File: src/hw/rtl/wmp_pkg.sv
// Shared types and constants for the Weyl-mix PRNG with SplitMix64 seeding.
// No dependencies.
package wmp_pkg;

  typedef logic [63:0] word_t;
  typedef logic [3:0]  op_t;
  typedef logic [1:0]  dest_t;

  localparam word_t GOLDEN_GAMMA = 64'h9e37_79b9_7f4a_7c15;
  localparam word_t SM_MUL_A     = 64'hbf58_476d_1ce4_e5b9;
  localparam word_t SM_MUL_B     = 64'h94d0_49bb_1331_11eb;
  localparam word_t WEYL_STEP    = 64'h9999_9999_9999_9999;

  // datapath operations
  localparam op_t OP_IDLE    = 4'd0;
  localparam op_t OP_LOAD    = 4'd1;
  localparam op_t OP_ADD     = 4'd2;
  localparam op_t OP_MUL0    = 4'd3;
  localparam op_t OP_MUL1    = 4'd4;
  localparam op_t OP_MUL2    = 4'd5;
  localparam op_t OP_XS27    = 4'd6;
  localparam op_t OP_STORE   = 4'd7;
  localparam op_t OP_ADVANCE = 4'd8;
  localparam op_t OP_NEXT    = 4'd9;

  // state word written by a SplitMix draw
  localparam dest_t DST_MIX  = 2'd0;
  localparam dest_t DST_LOOP = 2'd1;
  localparam dest_t DST_WEYL = 2'd2;

  typedef struct packed {
    op_t   op;
    logic  const_sel;  // 0: SM_MUL_A, 1: SM_MUL_B
    dest_t dest;
  } dp_cmd_t;

endpackage

File: src/hw/rtl/wmp_datapath.sv
// Datapath: generator state, SplitMix64 scratch registers, one shared 32x32 multiplier.
// Depends on wmp_pkg.
module wmp_datapath (
  input  logic           clk,
  input  logic           rst,
  input  wmp_pkg::dp_cmd_t cmd,
  input  wmp_pkg::word_t seed_value,
  output wmp_pkg::word_t random_value
);
  import wmp_pkg::*;

  word_t mix;
  word_t loop_mix;
  word_t weyl;
  word_t seq;
  word_t z;
  word_t acc;
  word_t result;

  word_t       seq_sum;
  word_t       mul_k;
  logic [31:0] mul_a;
  logic [31:0] mul_b;
  word_t       prod;
  word_t       draw_out;
  word_t       mix_step;

  assign seq_sum  = seq + GOLDEN_GAMMA;
  assign mul_k    = cmd.const_sel ? SM_MUL_B : SM_MUL_A;
  assign mul_a    = (cmd.op == OP_MUL1) ? z[63:32] : z[31:0];
  assign mul_b    = (cmd.op == OP_MUL2) ? mul_k[63:32] : mul_k[31:0];
  assign prod     = 64'(mul_a) * 64'(mul_b);
  assign draw_out = acc ^ (acc >> 31);
  // rotl(mix,16) + rotl(loop_mix,40)
  assign mix_step = {mix[47:0], mix[63:48]} + {loop_mix[23:0], loop_mix[63:24]};

  always_ff @(posedge clk) begin
    if (rst) begin
      mix      <= '0;
      loop_mix <= '0;
      weyl     <= '0;
    end else begin
      unique case (cmd.op)
        OP_STORE: begin
          unique case (cmd.dest)
            DST_MIX:  mix      <= draw_out;
            DST_LOOP: loop_mix <= draw_out;
            default:  weyl     <= draw_out;
          endcase
        end
        OP_ADVANCE, OP_NEXT: begin
          loop_mix <= weyl ^ mix;
          mix      <= mix_step;
          weyl     <= weyl + WEYL_STEP;
        end
        default: ;
      endcase
    end
  end

  // scratch and output registers, no reset needed
  always_ff @(posedge clk) begin
    unique case (cmd.op)
      OP_LOAD: seq <= seed_value;
      OP_ADD: begin
        seq <= seq_sum;
        z   <= seq_sum ^ (seq_sum >> 30);
      end
      OP_MUL0: acc <= prod;
      // cross terms only reach the upper half
      OP_MUL1, OP_MUL2: acc <= acc + {prod[31:0], 32'd0};
      OP_XS27: z <= acc ^ (acc >> 27);
      OP_NEXT: result <= mix + loop_mix;
      default: ;
    endcase
  end

  assign random_value = result;

endmodule

File: src/hw/rtl/wmp_ctrl.sv
// Controller: handshakes, result valid flag and the reseed sequencer.
// Depends on wmp_pkg.
module wmp_ctrl #(
  parameter int WARMUP_ROUNDS = 16
) (
  input  logic             clk,
  input  logic             rst,
  input  logic             item_valid,
  input  logic             action,
  output logic             item_stall,
  output logic             result_valid,
  input  logic             result_stall,
  output wmp_pkg::dp_cmd_t cmd
);
  import wmp_pkg::*;

  localparam int WCW = (WARMUP_ROUNDS > 1) ? $clog2(WARMUP_ROUNDS) : 1;

  localparam logic [2:0] S_IDLE  = 3'd0;
  localparam logic [2:0] S_ADD   = 3'd1;
  localparam logic [2:0] S_MUL0  = 3'd2;
  localparam logic [2:0] S_MUL1  = 3'd3;
  localparam logic [2:0] S_MUL2  = 3'd4;
  localparam logic [2:0] S_XS27  = 3'd5;
  localparam logic [2:0] S_STORE = 3'd6;
  localparam logic [2:0] S_WARM  = 3'd7;

  logic [2:0]     state;
  logic [2:0]     state_next;
  logic           pass;       // 0: first multiply of a draw, 1: second
  logic           pass_next;
  dest_t          draw;
  dest_t          draw_next;
  logic [WCW-1:0] warm_cnt;
  logic [WCW-1:0] warm_cnt_next;
  logic           result_valid_next;
  logic           accept;

  assign item_stall = (state != S_IDLE) || (result_valid && result_stall);
  assign accept     = item_valid && !item_stall;

  always_comb begin
    state_next    = state;
    pass_next     = pass;
    draw_next     = draw;
    warm_cnt_next = warm_cnt;
    cmd           = '{op: OP_IDLE, const_sel: pass, dest: draw};
    unique case (state)
      S_IDLE: begin
        if (accept) begin
          if (action) begin
            cmd.op = OP_NEXT;
          end else begin
            cmd.op     = OP_LOAD;
            pass_next  = 1'b0;
            draw_next  = DST_MIX;
            state_next = S_ADD;
          end
        end
      end
      S_ADD: begin
        cmd.op     = OP_ADD;
        state_next = S_MUL0;
      end
      S_MUL0: begin
        cmd.op     = OP_MUL0;
        state_next = S_MUL1;
      end
      S_MUL1: begin
        cmd.op     = OP_MUL1;
        state_next = S_MUL2;
      end
      S_MUL2: begin
        cmd.op     = OP_MUL2;
        state_next = pass ? S_STORE : S_XS27;
      end
      S_XS27: begin
        cmd.op     = OP_XS27;
        pass_next  = 1'b1;
        state_next = S_MUL0;
      end
      S_STORE: begin
        cmd.op    = OP_STORE;
        pass_next = 1'b0;
        if (draw == DST_WEYL) begin
          warm_cnt_next = '0;
          state_next    = (WARMUP_ROUNDS > 0) ? S_WARM : S_IDLE;
        end else begin
          draw_next  = draw + dest_t'(1);
          state_next = S_ADD;
        end
      end
      default: begin
        cmd.op        = OP_ADVANCE;
        warm_cnt_next = warm_cnt + WCW'(1);
        if (warm_cnt == WCW'(WARMUP_ROUNDS - 1)) state_next = S_IDLE;
      end
    endcase
  end

  always_comb begin
    result_valid_next = result_valid;
    if (accept && action) result_valid_next = 1'b1;
    else if (!result_stall) result_valid_next = 1'b0;
  end

  always_ff @(posedge clk) begin
    if (rst) begin
      state        <= S_IDLE;
      pass         <= 1'b0;
      draw         <= DST_MIX;
      warm_cnt     <= '0;
      result_valid <= 1'b0;
    end else begin
      state        <= state_next;
      pass         <= pass_next;
      draw         <= draw_next;
      warm_cnt     <= warm_cnt_next;
      result_valid <= result_valid_next;
    end
  end

endmodule

File: src/hw/rtl/weyl_mix_prng_with_splitmix_seed.sv
// A next word gives its result in the cycle after acceptance; one next word per cycle while
// the output is not stalled. A reseed word runs three SplitMix64 draws in turn on the one
// shared 32x32 multiplier, then WARMUP_ROUNDS warm-up rounds, and gives no result.
// Synchronous active-high reset clears all generator state to zero and empties the output.
// Top level; depends on wmp_pkg, wmp_ctrl and wmp_datapath.
module weyl_mix_prng_with_splitmix_seed #(
  parameter int WARMUP_ROUNDS = 16
) (
  input  logic        clk,
  input  logic        rst,
  input  logic        item_valid,
  output logic        item_stall,
  input  logic        action,
  input  logic [63:0] seed_value,
  output logic        result_valid,
  input  logic        result_stall,
  output logic [63:0] random_value
);
  import wmp_pkg::*;

  dp_cmd_t cmd;

  wmp_ctrl #(
    .WARMUP_ROUNDS(WARMUP_ROUNDS)
  ) u_ctrl (
    .clk          (clk),
    .rst          (rst),
    .item_valid   (item_valid),
    .action       (action),
    .item_stall   (item_stall),
    .result_valid (result_valid),
    .result_stall (result_stall),
    .cmd          (cmd)
  );

  wmp_datapath u_dp (
    .clk          (clk),
    .rst          (rst),
    .cmd          (cmd),
    .seed_value   (seed_value),
    .random_value (random_value)
  );

endmodule

File: config.mk
export PLATFORM = sky130hd
export DESIGN_NAME = weyl_mix_prng_with_splitmix_seed
export DESIGN_NICKNAME = d
export VERILOG_FILES = /design/src/hw/rtl/wmp_pkg.sv /design/src/hw/rtl/wmp_datapath.sv /design/src/hw/rtl/wmp_ctrl.sv /design/src/hw/rtl/weyl_mix_prng_with_splitmix_seed.sv
export SDC_FILE = /design/constraint.sdc
export NUM_CORES = 2
export LEC_CHECK = 0
export BUFFER_PORTS_ARGS = -buffer_cell sky130_fd_sc_hd__buf_4
export CAP_MARGIN = 20
export CORE_ASPECT_RATIO = 1.2
export CORE_MARGIN = 8
export CORE_UTILIZATION = 32
export CTS_CLUSTER_DIAMETER = 120
export DETAILED_ROUTE_END_ITERATION = 8
export SYNTH_ARGS = -nofsm -noshare
export SYNTH_HDL_FRONTEND = slang
export SYNTH_HIERARCHICAL = 1
export SYNTH_SLANG_ARGS = --single-unit
File: constraint.sdc
create_clock -name clk -period 12.3 [get_ports clk]
set_clock_uncertainty 0.05 [all_clocks]
set_input_delay 1.23 -clock clk [delete_from_list [all_inputs] [get_ports clk]]
set_output_delay 1.23 -clock clk [all_outputs]
set_load 0.02 [all_outputs]
==> metrics.md <==
| Metric | Value |
|---|---|
| Crit path kind | `register to register` |
| Count of input and output buffers | `134` |
| Reg2Reg Depth | `between 40 and 50` |
| Die Span Y | `around 490 um` |
| Top post-synthesis cells by area | `fa_1 (27%), edfxtp_1 (13%), ha_1 (10%)` |
| Core area | `0.187 mm2` |
| Wirelength per Cell | `26.6 um` |
| All-Layer GR Usage | `0.234` |
| Grt total ovfl | `0` |
| Flop-to-flop setup slack | `about 0.24 ns` |
| Clk pin slew, worst setup/hold paths | `0.07 ns` |
| Mapped cell area | `0.0604 mm2` |
| Reg-to-Reg Start | `u_ctrl/state[0]` |
| TritonCTS Buffers | `46` |
| Reg-to-Reg End | `u_dp/acc[62]` |
| Number of synthesized flops with an enable pin | `256` |
| Vias per Instance | `approximately 5.4` |
| Clock Sinks | `approximately 460` |
| Fmax | `slightly above 80 MHz` |
| Final setup viols | `0` |
| Area of the die | `roughly 0.20 mm2` |
| Row count | `174` |
| Insertion delay to the later sink of the worst-skew pair | `0.65 ns` |
| Top_reg_cell synth | `edfxtp_1` |
| Remaining DRCs | `0` |
| TritonCTS clock tree | `built` |
| HP Class | `register to register` |
| Fin nets | `approximately 8000` |
| Fin cells | `around 9000` |
| Placed insts | `9045` |
| Vias in the first global route | `51126` |
| Worst EP required | `~13 ns` |
| Critical Path End | `u_dp/acc[62]` |
| Most instantiated library cell after synthesis | `inv_1` |
| Least-Margin Pin Slew | `1.07 ns` |
| Cts hold-fix bufs | `0` |
| Period Utilization, post-route | `0.981` |
| First-pass GRT wire length | `353000 um` |
| Syn Area/Cell | `9.14 um2` |
| Io pins | `135` |
| Clock Tree Buf Depth | `3` |
| Share of the synthesized area in the top cell type | `0.273` |
| Final GP Congestion | `1.03` |
| Via count | `49569` |
| CP startpoint kind | `register` |
| Slew Viols, Final | `0` |
| CP peak stage delay | `0.67 ns` |
| Final wirelength | `243000 um` |
| Status | `finished clean` |
| Register bit total from synthesis | `459` |
| Post-synth net total | `between 8000 and 9000` |
| Tmin final | `between 10 and 15 ns` |
| Ys async rst share | `0` |
| Synth area leader | `fa_1` |
| Starting Density | `0.322` |
| Worst path slowest cell | `fa_1` |
| CP Capture Type | `register` |
| CP startpoint | `u_ctrl/state[0]` |
| Post-CTS Setup Inserts | `0` |
| Number of max-cap violations | `0` |
| Drt first pass iters | `7` |
| Synthesis Warnings | `6` |
| Antenna Nets Post-Route | `0` |
| Starting DRT DRC Count | `4424` |
| Post-Syn Instances | `6605` |
| CP Max Fanout | `32` |
| Htree depth | `2` |
| Die Wd | `413 um` |
| Count of cell types in the netlist | `87` |
| Layout cells sized above 1 | `0.0704` |
| Largest net degree at the start of global routing | `180` |
| Antenna violations before repair | `4` |
| Final Hold Fails | `0` |
| Slew margin rel. | `0.289` |
| CP dominant cell by count | `fa_1` |
| Synth cell count leaders | `inv_1 (965), fa_1 (825), nor2_1 (566), ha_1 (506), nand2_1 (483)` |
| Post-synthesis sequential area ratio | `0.195` |
| Root Driver | `clkbuf_16` |
| DPL Wire Length | `204000 um` |
| Arr. time, crit path | `around 12 ns` |
| Layout area overhead | `9.44%` |
[critical path: cells and delay by family, from the launching register on]
family	cells	cell delay (ns)
AO/OA/AOI/OAI	8	1.85
buffers and inverters	10	1.60
flip-flops	1	0.38
XOR/XNOR	2	0.66
AND/OR/NAND/NOR	9	1.43
multiplexers	2	0.61
adder cells (fa/ha/maj)	11	5.20
[metal layers]
metal  GRT usage  up-vias  share of wire
met5           0        -       0.000054
met4       0.135        2          0.074
met1       0.296    24982           0.40
li1            -    21912              -
met2       0.377     2127           0.46
met3      0.0384      546          0.071
[final cells by class]
cell class,count,area (um2)
tap,2464,3080
antenna,1,2.50
multi-input combinational,4874,44000
fill,19145,121000
clock inverter,26,282
timing repair buffer,280,2140
inverter,968,3630
sequential,459,11800
clock buffer,57,1230
[sequential cells by signal (all words and copies together), names as in the netlist]
register,flops
u_ctrl/draw,2
u_ctrl/pass,1
u_ctrl/result_valid,1
u_ctrl/state,3
u_ctrl/warm_cnt,4
u_dp/acc,64
u_dp/loop_mix,64
u_dp/mix,64
u_dp/random_value,64
u_dp/seq,64
u_dp/weyl,64
u_dp/z,64
[cell families after synthesis]
family	after synthesis	synth area share
AND/OR/NAND/NOR	1641	0.125
AO/OA/AOI/OAI	1356	0.141
adder cells (fa/ha/maj)	1331	0.378
buffers and inverters	1272	0.0793
flip-flops	459	0.195
XOR/XNOR	445	0.0645
multiplexers	101	0.0169
[layout by cell type, fill, tap and decap left out, types with 60 or more instances in the layout]
cell	synthesis	layout
and3_1	63	62
a211oi_1	97	97
nand3_1	60	60
o211ai_1	64	64
dfxtp_1	203	203
edfxtp_1	256	256
nand2b_1	67	65
xor2_1	205	205
ha_1	506	505
nor2_1	566	561
and2_1	86	86
inv_1	965	965
o21ai_0	296	296
nor2b_1	85	85
buf_4	1	276
a21o_1	130	130
a21oi_1	442	440
fa_1	825	825
nand2_1	483	482
mux2i_1	91	89
xnor2_1	240	240
[per-stage QoR]
stage / setup slack (ns) / setup TNS [ns] / cell area [um2] / utilization / hold WS [ns]
after floorplan: 0.623 / 0 / 60400 / - / 0.401
after global placement: -0.165 / -0.256 / 64600 / 0.344 / 0.414
after detailed placement: -0.281 / -0.412 / 64600 / 0.344 / 0.437
after CTS: 0.0558 / 0 / 66100 / 0.352 / 0.447
after global routing: -0.00882 / -0.00882 / 66100 / 0.353 / 0.476
final: 0.236 / 0 / 66100 / 0.353 / 0.447
[worst min path at each step]
| stage | slack [ns] | cells after the start | start | to |
|---|---|---|---|---|
| finish | 0.45 | 2 | u_ctrl/warm_cnt[3] | u_ctrl/warm_cnt[3] |
| global route | 0.48 | 2 | u_ctrl/warm_cnt[1] | u_ctrl/warm_cnt[1] |
| CTS | 0.45 | 2 | u_ctrl/warm_cnt[1] | u_ctrl/warm_cnt[1] |
| detailed placement | 0.44 | 2 | u_ctrl/warm_cnt[3] | u_ctrl/warm_cnt[3] |
| global placement | 0.41 | 2 | u_ctrl/warm_cnt[3] | u_ctrl/warm_cnt[3] |
| floorplan | 0.40 | 2 | u_ctrl/warm_cnt[3] | u_ctrl/warm_cnt[3] |
[repair_timing]
item | CTS | global route
endpoints found under the setup margin | 1 | 5
gates resized for setup | 1 | 4
gates cloned | 0 | 0
Power is not shown: default switching activity piles up to over one toggle a cycle in this logic, so the estimate is an artifact.
